`config.mk`:
```
export PLATFORM = sky130hd
export DESIGN_NAME = cpml_coeff_mem
export DESIGN_NICKNAME = d
export VERILOG_FILES = /design/src/rtl/core/cpml_pkg.sv /design/src/rtl/core/cpml_coeff_mem.sv
export SDC_FILE = /design/constraint.sdc
export NUM_CORES = 1
export LEC_CHECK = 0
export BUFFER_PORTS_ARGS = -buffer_cell sky130_fd_sc_hd__buf_4
export CAP_MARGIN = 20
export CORE_ASPECT_RATIO = 0.6
export CORE_MARGIN = 3
export CORE_UTILIZATION = 35
export CTS_CLUSTER_SIZE = 14
export DETAILED_ROUTE_END_ITERATION = 8
export HOLD_SLACK_MARGIN = 0.03
export PLACE_DENSITY = 0.49
export SYNTH_ARGS = -nofsm -noshare
export SYNTH_HDL_FRONTEND = slang
export SYNTH_SLANG_ARGS = --single-unit
```
`constraint.sdc`:
```
create_clock -name clk -period 8.25 [get_ports clk]
set_input_delay 0.4125 -clock clk [delete_from_list [all_inputs] [get_ports clk]]
set_output_delay 0.4125 -clock clk [all_outputs]
set_load 0.01 [all_outputs]
```
`src/rtl/core/cpml_pkg.sv`:
```
// Package with shared widths, codes and defaults of the CPML psi update block.
package cpml_pkg;

  // Field widths of the transaction payloads.
  localparam int DATA_W     = 32;
  localparam int LAYER_W    = 4;
  localparam int CELL_REQ_W = 12;

  // Internal arithmetic widths.
  localparam int DIFF_W   = DATA_W + 1;        // exact field difference
  localparam int SPLIT_W  = 16;                // inv_step is split in two halves
  localparam int PART_W   = DIFF_W + SPLIT_W + 1;
  localparam int GSUM_W   = PART_W + 1;
  localparam int PROD_W   = 2 * DATA_W;        // Q24.40 product
  localparam int TERM_W   = PROD_W + 1;        // product with its sign applied
  localparam int ACC_W    = PROD_W + 2;        // sum of two terms
  localparam int GRAD_SH  = 16;                // Q16.16 scaling of the gradient
  localparam int FRAC_SH  = 24;                // Q8.24 coefficient scaling
  localparam int RECIP_SH = 24;                // reciprocal scaling for cell wrap

  // Defaults of the top-level parameters.
  localparam int LAYER_DEPTH_DEF = 16;
  localparam int CELL_COUNT_DEF  = 4096;

  // Reset value of the reciprocal grid spacing: 1.0 in Q16.16.
  localparam logic [DATA_W-1:0] INV_STEP_RST = 32'h0001_0000;

  // Transaction kinds.
  typedef enum logic {
    KIND_LOAD   = 1'b0,
    KIND_UPDATE = 1'b1
  } kind_t;

  // Configuration register indexes.
  typedef enum logic {
    REG_IS_MAGNETIC = 1'b0,
    REG_INV_STEP    = 1'b1
  } cfg_reg_t;

endpackage

```
`src/rtl/core/cpml_coeff_mem.sv`:
```
// Coefficient table holding the decay and coupling coefficients per layer depth.
module cpml_coeff_mem #(
  parameter int LAYER_DEPTH = cpml_pkg::LAYER_DEPTH_DEF
) (
  input  logic                                clk,
  input  logic                                wr_en,
  input  logic                                rd_en,
  input  logic [$clog2(LAYER_DEPTH)-1:0]      addr,
  input  logic signed [cpml_pkg::DATA_W-1:0]  wr_b,
  input  logic signed [cpml_pkg::DATA_W-1:0]  wr_c,
  output logic signed [cpml_pkg::DATA_W-1:0]  rd_b,
  output logic signed [cpml_pkg::DATA_W-1:0]  rd_c
);
  import cpml_pkg::*;

  logic [2*DATA_W-1:0] mem [LAYER_DEPTH];
  logic [2*DATA_W-1:0] rd_r;

  // One write and one registered read per cycle, both at the item's layer.
  always_ff @(posedge clk) begin
    if (wr_en) begin
      mem[addr] <= {wr_b, wr_c};
    end
    if (rd_en) begin
      rd_r <= mem[addr];
    end
  end

  assign rd_b = $signed(rd_r[2*DATA_W-1:DATA_W]);
  assign rd_c = $signed(rd_r[DATA_W-1:0]);

endmodule

```
# After elaboration in Yosys (flattened, before gate mapping)
# Memory sizes are Yosys's and may differ from the RTL's. A register that Yosys moved wholly into a read port is not among the register bits.
# Cells that the tools add are included.
# word_totals
regBits	0
mem_bits_rw	1024
in_bits	71
output_inout_bits	64
elab_cells	3
memories	1
# memory_table
name	words	word_bits	read_ports	rd_ports_with_merged_regs	wr	line_no	text
mem	16	64	1	1	1	cpml_coeff_mem.sv:16	logic [2*DATA_W-1:0] mem [LAYER_DEPTH];
# classes
n_mux	2
# op_table
cell	n
$mux 1	2

# Logic depth before layout (Yosys ltp)
# depth
ltp_word	2
mapped_depth	6
mapped_depth_nobuf	3

# Worst setup path after synthesis
# Ideal clock, no wire load.
# synth_path
kind	input to register
start	input addr[1]
end	memory mem[0][0] (netlist name), enable pin
setup_ns	0.565
arrival_ns	5.345
required_ns	7.685
slack_ns	2.341
cell_stages	4
n_path_buf	3
cell_sequence	buf_2 -> buf_2 -> buf_1 -> nor3_1
# synth_lines
item	line_no	text
from (decl)	cpml_coeff_mem.sv:8	input logic [$clog2(LAYER_DEPTH)-1:0] addr,
to (decl)	cpml_coeff_mem.sv:16	
# Straight into the memory's write port.

==> flow_summary_export.csv <==
group,metric,value,unit
routing,wl_per_cell,27.8,µm
job,drv_cap,0,
worst_setup_path,cp_max_fo,118,
synth,synth-seq-cells,1088,
timing,max_freq,306,MHz
synth,synthesis.area,0.0402,mm²
grt,gr-total-overflow,0,
timing,fin_crit_sh,39.6,%
pwr,comb_power_share,5.3,%
clock_tree,cts_root_buf,"clkbuf_16",
synth,synth_cells,1648,
routing,viasPerCell,5.28,
placed_design,gp_congestion,0.699,
clock_tree,clock_sinks,1088,
timing,tightest_slew,1.13,ns
synth,synth_cell_types,17,
routing,drtIter0Drc,1679,
synth,ys_warn_count,0,
cells_and_area,finalInstanceArea,0.0469,mm²
grt,grt_pass1_wl,140000,µm
worst_setup_path,critical_path_class,"in -> reg",
cells_and_area,nNetsFinal,1972,
pwr,irDropWorstVdd,0.147,mV
worst_setup_path,crit_chain,"buf_8, buf_12, buf_4, mux4_2, a22oi_1, nand2_1",
clock_tree,cts_max_level,3,
pwr,leakage,14.8,nW
timing,relSlewSlack,25.0,%
routing,routed_wl,97000,µm
worst_setup_path,reg2regPathDepth,3,
timing,fin_crit,3.27,ns
min_path,whs_path_depth,1,
worst_setup_path,arrival,3.69,ns
pwr,swShare,21.3,%
timing,finalSetupTns,0,ns
clock_tree,clock_latency,0.70,ns
synth,synth_fp_nets,1719,
clock_tree,cts_tree,"built",
pwr,power,11.4,mW
worst_setup_path,worstSetupEndpointType,"flop",
placed_design,dp_hpwl,48200,µm
cells_and_area,fin_cells,3491,
placed_design,io_buffers,134,
worst_setup_path,critPathSlowestCell,"buf_12",
routing,route.antenna.remaining_nets,0,
floorplanning,die_width,443,µm
pwr,p_per_area,242,mW/mm²
floorplanning,dieHeight,268,µm
floorplanning,start_util,35.6,%
worst_setup_path,cp_data_required_time,8.68,ns
pwr,power_switching,2.42,mW
synth,ys_seq_area_share,81.4,%
floorplanning,num_rows,95,
floorplanning,dieArea,0.119,mm²
clock_tree,cts_buffer_depth,3,
placed_design,placed_area,0.0431,mm²
worst_setup_path,cp-start-kind,"primary input",
routing,drc,0,
timing,hold_viol,0,
cells_and_area,final_common_cell,"edfxtp_1",
cells_and_area,final_cell_mix,"1088 x edfxtp_1, 256 x mux4_2, 163 x buf_4, 128 x a22oi_1, 105 x clkbuf_16",
timing,setup_viol_count_final,0,
placed_design,place_inst,3234,
routing,dr.pass1.iters,6,
floorplanning,coreArea,0.113,mm²
clock_tree,clk_pin_slew,0.06,ns
floorplanning,num_io_pins,135,
cells_and_area,nFillCells,9794,
grt,antenna_found_initial,7,
clock_tree,cts_buffers,103,
pwr,seqPwrFrac,55.1,%
min_path,min_path_type,"in -> reg",
grt,first_global_vias,19287,
timing,rsz0062_at_grt,"false",
grt,grtUsageTotal,16.4,%
worst_setup_path,max_stage_delay,0.80,ns
cells_and_area,drive_above_1_share,29.3,%
cells_and_area,area_growth,16.9,%
synth,syn_avg_cell_area,24.4,µm²
pwr,clockPowerShare,39.6,%
grt,grt_max_degree,141,
pwr,p_int,8.95,mW
status,status,"finished, final reports clean",
timing,drv_slew,0,
timing,fin_worst_skew,0.0241,ns
routing,num_vias,18425,
## layer usage
layer | track usage, % | vias up | routed length [µm]
li1 | - | 7636 | -
met1 | 24.5 | 10134 | 45200
met2 | 25.1 | 542 | 44600
met3 | 3.12 | 111 | 5580
met4 | 3.86 | 2 | 1620
met5 | 0 | - | 9
## path summary, 6_finish.rpt
path	start	end	slack [ns]
worst max-delay path	addr[0]	rd_r[56]$_DFFE_PP_	4.98
worst min-delay path	rd_en	rd_r[38]$_DFFE_PP_	0.24
worst max register to register	mem[3][59]$_DFFE_PP_	rd_r[59]$_DFFE_PP_	6.54
worst min register to register	mem[12][18]$_DFFE_PP_	rd_r[18]$_DFFE_PP_	0.74
## synthesized netlist by cell type (all sizes together)
master	count	area share (%)
or3b	1	0.022
nor2b	2	0.031
buf	48	0.62
clkbuf	37	0.35
nor2	13	0.12
nor3	4	0.050
mux4	256	14
nand2	65	0.61
nand3	1	0.012
nand3b	2	0.037
a22oi	128	2.4
nand2b	2	0.031
and2	1	0.016
edfxtp	1088	81
## power groups by stage
stage               clock network, mW  logic [mW]  registers (mW)
floorplan                           0       0.291            6.39
global placement                    0       0.578            6.38
detailed placement                  0       0.588            6.38
CTS                              4.65       0.618            6.26
global route                     4.87       0.652            6.27
finish                           4.51       0.600            6.26
## critical path: cells and delay by family
family          cells  cell delay [ns]
compound gates      1             0.26
buf+inv             3             2.09
simple gates        1             0.07
mux                 1             0.60
## final cells by class
| class | count | area (µm²) | area share, % |
|---|---|---|---|
| Clock inverter | 55 | 428 | 0.912 |
| Tap cell | 1503 | 1880 | 4.01 |
| Clock buffer | 134 | 2740 | 5.83 |
| Sequential cell | 1088 | 32700 | 69.6 |
| Antenna cell | 3 | 7.51 | 0.0160 |
| Timing Repair Buffer | 233 | 1980 | 4.22 |
| Multi-Input combinational cell | 475 | 7230 | 15.4 |
## through the flow
stage / setup WS (ns) / util [%] / hold slack, ns
2_1_floorplan: 2.34 / - / 0.511
3_3_place_gp: 4.19 / 38.2 / 0.703
3_5_place_dp: 4.09 / 38.2 / 0.713
4_1_cts: 4.86 / 41.5 / 0.221
5_1_grt: 4.64 / 41.6 / 0.236
6_report: 4.98 / 41.6 / 0.238
## cells by family (layout without fill, tap and decap cells)
group	after synthesis	in the layout	share of synthesized area, %
mux	256	256	14.4
simple gates	91	91	0.928
other cells	0	3	0
compound gates	128	128	2.39
buf+inv	85	422	0.966
flops	1088	1088	81.4
## sequential cells by signal (all words and copies together) (netlist names)
register	cells
mem	1024
rd_r	64
## what timing repair did
| action | 4_1_cts | 5_1_grt |
|---|---|---|
| setup buffers | 0 | 0 |
| gates resized for setup | 0 | 0 |
| hold buffers | 64 | 0 |
| hold endpoints to repair | 1024 | 0 |
Power figures use the tool's default switching activity.
