<file path="config.mk">
export PLATFORM = sky130hd
export DESIGN_NAME = cpml_grad
export DESIGN_NICKNAME = d
export VERILOG_FILES = /design/src/rtl/core/cpml_pkg.sv /design/src/rtl/core/cpml_grad.sv
export SDC_FILE = /design/constraint.sdc
export NUM_CORES = 2
export LEC_CHECK = 0
export BUFFER_PORTS_ARGS = -buffer_cell sky130_fd_sc_hd__buf_4
export CAP_MARGIN = 0
export CORE_UTILIZATION = 30
export DETAILED_ROUTE_END_ITERATION = 12
export PLACE_DENSITY = 0.54
export SKIP_LAST_GASP = 1
export SYNTH_ARGS = -nofsm -noshare
export SYNTH_HDL_FRONTEND = slang
export SYNTH_SLANG_ARGS = --single-unit
</file>
<file path="constraint.sdc">
create_clock -name clk -period 18.2 [get_ports clk]
set_input_delay 1.82 -clock clk [delete_from_list [all_inputs] [get_ports clk]]
set_output_delay 1.82 -clock clk [all_outputs]
set_load 0.01 [all_outputs]
</file>
<file path="src/rtl/core/cpml_pkg.sv">
// Package with shared widths, codes and defaults of the CPML psi update block.
package cpml_pkg;

  // Field widths of the transaction payloads.
  localparam int DATA_W     = 32;
  localparam int LAYER_W    = 4;
  localparam int CELL_REQ_W = 12;

  // Internal arithmetic widths.
  localparam int DIFF_W   = DATA_W + 1;        // exact field difference
  localparam int SPLIT_W  = 16;                // inv_step is split in two halves
  localparam int PART_W   = DIFF_W + SPLIT_W + 1;
  localparam int GSUM_W   = PART_W + 1;
  localparam int PROD_W   = 2 * DATA_W;        // Q24.40 product
  localparam int TERM_W   = PROD_W + 1;        // product with its sign applied
  localparam int ACC_W    = PROD_W + 2;        // sum of two terms
  localparam int GRAD_SH  = 16;                // Q16.16 scaling of the gradient
  localparam int FRAC_SH  = 24;                // Q8.24 coefficient scaling
  localparam int RECIP_SH = 24;                // reciprocal scaling for cell wrap

  // Defaults of the top-level parameters.
  localparam int LAYER_DEPTH_DEF = 16;
  localparam int CELL_COUNT_DEF  = 4096;

  // Reset value of the reciprocal grid spacing: 1.0 in Q16.16.
  localparam logic [DATA_W-1:0] INV_STEP_RST = 32'h0001_0000;

  // Transaction kinds.
  typedef enum logic {
    KIND_LOAD   = 1'b0,
    KIND_UPDATE = 1'b1
  } kind_t;

  // Configuration register indexes.
  typedef enum logic {
    REG_IS_MAGNETIC = 1'b0,
    REG_INV_STEP    = 1'b1
  } cfg_reg_t;

endpackage

</file>
<file path="src/rtl/core/cpml_grad.sv">
// Three-stage gradient unit: floor((upper - lower) * inv_step / 2^16), saturated.
module cpml_grad (
  input  logic                                clk,
  input  logic                                adv,
  input  logic signed [cpml_pkg::DATA_W-1:0]  upper,
  input  logic signed [cpml_pkg::DATA_W-1:0]  lower,
  input  logic [cpml_pkg::DATA_W-1:0]         inv_step,
  output logic signed [cpml_pkg::DATA_W-1:0]  grad
);
  import cpml_pkg::*;

  logic signed [DIFF_W-1:0] diff_nxt;
  logic signed [DIFF_W-1:0] diff_r;
  logic signed [PART_W-1:0] plo_nxt;
  logic signed [PART_W-1:0] phi_nxt;
  logic signed [PART_W-1:0] plo_r;
  logic signed [PART_W-1:0] phi_r;
  logic signed [GSUM_W-1:0] gsum;
  logic signed [DATA_W-1:0] grad_nxt;
  logic signed [DATA_W-1:0] grad_r;

  // Clamp the wide gradient sum to the signed 32-bit range.
  function automatic logic signed [DATA_W-1:0] sat_grad(input logic signed [GSUM_W-1:0] v);
    logic signed [DATA_W-1:0] res;
    res = v[DATA_W-1:0];
    if (!v[GSUM_W-1] && (|v[GSUM_W-2:DATA_W-1])) begin
      res = {1'b0, {(DATA_W-1){1'b1}}};
    end else if (v[GSUM_W-1] && !(&v[GSUM_W-2:DATA_W-1])) begin
      res = {1'b1, {(DATA_W-1){1'b0}}};
    end
    return res;
  endfunction

  // Stage one: exact difference of the two samples.
  assign diff_nxt = $signed({upper[DATA_W-1], upper}) - $signed({lower[DATA_W-1], lower});

  // Stage two: partial products against the low and high halves of inv_step.
  always_comb begin
    plo_nxt = diff_r * $signed({1'b0, inv_step[SPLIT_W-1:0]});
    phi_nxt = diff_r * $signed({1'b0, inv_step[DATA_W-1:SPLIT_W]});
  end

  // Stage three: diff*hi + floor(diff*lo / 2^16) is the floored quotient.
  always_comb begin
    gsum     = GSUM_W'(phi_r) + GSUM_W'(plo_r >>> GRAD_SH);
    grad_nxt = sat_grad(gsum);
  end

  always_ff @(posedge clk) begin
    if (adv) begin
      diff_r <= diff_nxt;
      plo_r  <= plo_nxt;
      phi_r  <= phi_nxt;
      grad_r <= grad_nxt;
    end
  end

  assign grad = grad_r;

endmodule

</file>
* Word level (Yosys, flattened, before mapping)
Cells that the tools add are included.
** Storage, ports and cells
- Bits in registers :: 165
- Bits of input ports :: 98
- Output and inout bits :: 32
** Cells by class
- Add/sub/neg operators :: 2
- Multiply operators :: 2
- Multiplexer cells :: 1
- Reductions and logical operators :: 6
** Operators by type and width (count)
- multiplier 33 x 17 -> 50 bit :: 2
- adder 50 x 34 -> 51 bit :: 1
- subtractor 32 x 32 -> 33 bit :: 1
- two-way mux 32 bit :: 1
- AND reduction 19 bit :: 1
- OR reduction 19 bit :: 1
- logical AND 1 bit :: 2
- logical NOT 1 bit :: 2

* Longest topological paths before layout
- Depth after elaboration :: 5
- Gate-level depth with buffers :: 27
- Depth with buffers taken out :: 26

* Worst setup path after synthesis
No wires, ideal clock.
- Path type :: input-to-reg
- Start :: input inv_step[24] in the netlist's numbering
- End :: register phi_r[47], data pin
- Arrival time :: 7672 ps
- Required time :: 17926 ps
- Setup slack :: 10254 ps
- Stages on the path :: 24
- Cell sequence :: clkbuf_1 nand2_1 fa_1 inv_1 fa_1 inv_1 fa_1 inv_1 fa_1 fa_1 inv_1 fa_1 inv_1 ha_1 nand4_1 or3_1 o22a_1 o2111a_1 o21ai_0 a31oi_1 o21bai_1 a21oi_1 o41ai_1 xor2_1
** Between the ends
- Word-level cells in the longest chain between the ends :: 1
** Ends and longest elaborated chain
- start: declaration :: RTL line cpml_grad.sv:7 : input logic [cpml_pkg::DATA_W-1:0] inv_step,
- multiplier 33 x 17 -> 50 bit :: RTL line cpml_grad.sv:40 : phi_nxt = diff_r * $signed({1'b0, inv_step[DATA_W-1:SPLIT_W]});
- via phi_nxt[47] :: RTL line cpml_grad.sv:15 : logic signed [PART_W-1:0] phi_nxt;
- end signal: assignment :: RTL line cpml_grad.sv:53 : phi_r <= phi_nxt;
- end: declaration :: RTL line cpml_grad.sv:17 : logic signed [PART_W-1:0] phi_r;
The timed path passes the listed nets, and every way through them passes these cells.
A chain may end at the register's enable or synchronous reset.

* Worst setup path after layout
- Start :: input inv_step[18] in the netlist's numbering
- End :: register phi_r[47], data pin
The elaborated chain is that of the path after synthesis.

==> results.toml <==
[routing]
wl_per_cell_um = 18.7
drc_errors = 0
drt-pass1-iter-count = 5
route.antenna.remaining_nets = 0
wl_mm = 130
drt_iter0_drc = 1919
num_vias = 32600
dr_wl_met2_mm = 58.5
routed-wl-met3_mm = 9.45
m1WireLength_mm = 58.9
avgViaCountPerCell = 4.69
top_layer = "met5"

[critical_path]
cp.arrival_ns = 8.81
crit_path_cell_trace = "buf_4 > nand2_1 > fa_1 > fa_1 > fa_1 > inv_1 > fa_1 > fa_1 > inv_1 > fa_1 > inv_1 > ha_1 > nand4_1 > or3_1 > o22a_1 > o2111a_1 > o21ai_0 > a31oi_1 > o21bai_1 > a21oi_1 > o41ai_1 > xor2_1"
startpoint_type = "input pin"
rr_startpoint = "diff_r[12]"
cp-end-kind = "register"
crit_path_top_delay_cell = "fa_1"
reg2reg_slack_ns = 10.48
cpPeakStageDelay_ns = 0.55
rr_worst_depth = 22
path_class = "input pin to register"
cpMostUsedCell = "fa_1"
r2r_end = "phi_r[47]"
cp_data_required_time_ns = 18.45
path_max_fanout = 33

[synthesis]
synth_flop_cell = "edfxtp_1"
avgSynthCellArea_um2 = 9.10
ys_types = 69
yosysTopAreaCellShare_pct = 44.6
syn-cell-area_um2 = 45200
synth_top_cells_by_count = "inv_1, fa_1, nand2_1"
synthTopCellsByArea = "fa_1, inv_1, edfxtp_1, ha_1, nand2_1"
seq_area_frac_synth_pct = 9.90
syn_inst = 4965
yosysWarnings = 0
async_flop_share_pct = 0
syn_nets = 6387
ys_ff_latch = 149
synth_most_common_cell = "inv_1"
synth_edf_count = 149
yosysTopAreaCell = "fa_1"

[placed_design]
dp_hpwl_mm = 97.1
place.gp.congestion = 0.849
portBuffers = 129

[floorplanning]
fp.coreArea_um2 = 150000
dieArea_um2 = 152000
rows = 142
start_util_pct = 30.2
top_level_ports = 130
die_w_um = 390
die_h_um = 390

[global_route]
antenna_found_initial = 8
grt_pass1_vias = 35300
grt_overflow = 0
grt_max_degree = 60
grt_first_pass_wirelength_mm = 206
track_usage_pct = 17.9

[clock_network]
clk_latency_ns = 0.55
cts.repair.resized = 0
numCtsBuffers = 17
htreeDepth = 4
clk_pin_slew_worst_paths_ns = 0.07
post_cts_buffers = 0
cts_tree = "built"
cts_root_buf = "clkbuf_16"
cts_hold_buf = 0
clk_path_buf_depth = 2
clock_sinks = 149

[sta]
maxSlewViolCount = 0
period_needed_ns = 8.55
max_freq_mhz = 117
worst_slew_margin_rel_pct = 23.3
post-route-period-util_pct = 47.0
fin_setup_tns_ns = 0
rsz0062_at_grt = "no"
finClkSkew_ns = 0.0334
worstMarginPinSlew_ns = 1.14
hold_viol_final = 0
setup_violations = 0

[worst_hold_path]
min_to = "grad[0]"
min_path_cells = 3
hold_class = "register to register"
hp-start = "phi_r[0]"

[layout]
layout-drive-gt1-share_pct = 4.48
fillers = 15600
fin_nets = 6340
area_growth_pct = 7.63

[status]
status = "completed"

[job]
max_cap_viol_count = 0
==> sequential cells by signal, indices dropped and copies added, names as in the netlist <==
| register | cells |
|---|---|
| diff_r | 33 |
| grad | 32 |
| phi_r | 50 |
| plo_r | 34 |
==> cell families after synthesis <==
kind of cell               share of synthesized area (%)
and+or+nand+nor                                     15.1
muxes                                             0.0443
AOI/OAI and AO/OA                                   6.64
buffers and inverters                               12.0
DFF                                                 9.90
adders and majority gates                           53.4
xor gates and xnor gates                            2.93
==> routing by layer <==
metal / track usage, % / vias up
met2: 28.3 / 871
li1: - / 14700
met4: 4.65 / 2
met5: 0 / -
met3: 4.49 / 158
met1: 24.2 / 16800
==> cells in the final DEF (no fill, tap or decap), types with 6 or more instances in the layout <==
cell / Yosys / final
xnor2_1: 109 / 109
nor3_1: 28 / 28
and2_1: 397 / 397
a31o_2: 6 / 6
o21ai_1: 15 / 15
a21o_1: 65 / 65
buf_4: 4 / 167
a211oi_1: 14 / 14
and3_1: 20 / 20
nor2_1: 92 / 92
o211ai_1: 10 / 10
o21bai_1: 18 / 18
inv_1: 1208 / 1208
o21a_1: 32 / 32
ha_1: 318 / 318
nand2_1: 741 / 741
nand3_1: 32 / 32
or3_1: 12 / 12
nand4_1: 31 / 31
a21oi_1: 134 / 134
edfxtp_1: 149 / 149
o31ai_1: 9 / 9
and4_1: 7 / 7
xor2_1: 42 / 42
nand3b_1: 7 / 7
o21ai_0: 95 / 95
a31oi_1: 18 / 17
clkbuf_16: 0 / 17
nor2b_1: 24 / 24
fa_1: 1006 / 1006
nand2b_1: 19 / 19
==> through the flow <==
step	hold WS [ns]	std cells	util, %	instance area, um2	worst slack (ns)
global placement	0.771	6915	32.1	48100	9.17
floorplan	0.672	4965	-	45200	10.25
detailed placement	0.757	6915	32.1	48100	9.13
CTS	0.782	6947	32.5	48600	9.71
finish	0.765	6952	32.5	48600	9.65
global route	0.852	6948	32.5	48600	9.31
==> critical path, delay by kind of cell <==
kind / cells / cell delay [ns]
adder cells (fa/ha/maj): 7 / 3.48
buffers and inverters: 4 / 0.60
XOR/XNOR: 1 / 0.15
AND/OR/NAND/NOR: 3 / 0.77
AO/OA/AOI/OAI: 7 / 1.96
==> worst max-delay path by stage <==
stage | cells after the start | startpoint | to
floorplan | 24 | inv_step[24] | phi_r[47]
global placement | 22 | inv_step[18] | phi_r[47]
detailed placement | 22 | inv_step[18] | phi_r[47]
CTS | 22 | inv_step[18] | phi_r[47]
global route | 23 | inv_step[8] | plo_r[48]
finish | 22 | inv_step[18] | phi_r[47]
==> cell type report <==
class / count / area (um2) / share of cell area, %
Multi-Input combinational cell: 3374 / 35300 / 72.6
Clock inverter: 14 / 98.8 / 0.203
Antenna cell: 5 / 12.5 / 0.0257
Sequential cell: 149 / 4470 / 9.20
Tap cell: 2016 / 2520 / 5.19
Clock buffer: 18 / 429 / 0.882
Inverter: 1208 / 4530 / 9.32
Timing Repair Buffer: 168 / 1260 / 2.60
Power is not shown: default switching activity piles up to over one toggle a cycle in this logic, so the estimate is an artifact.
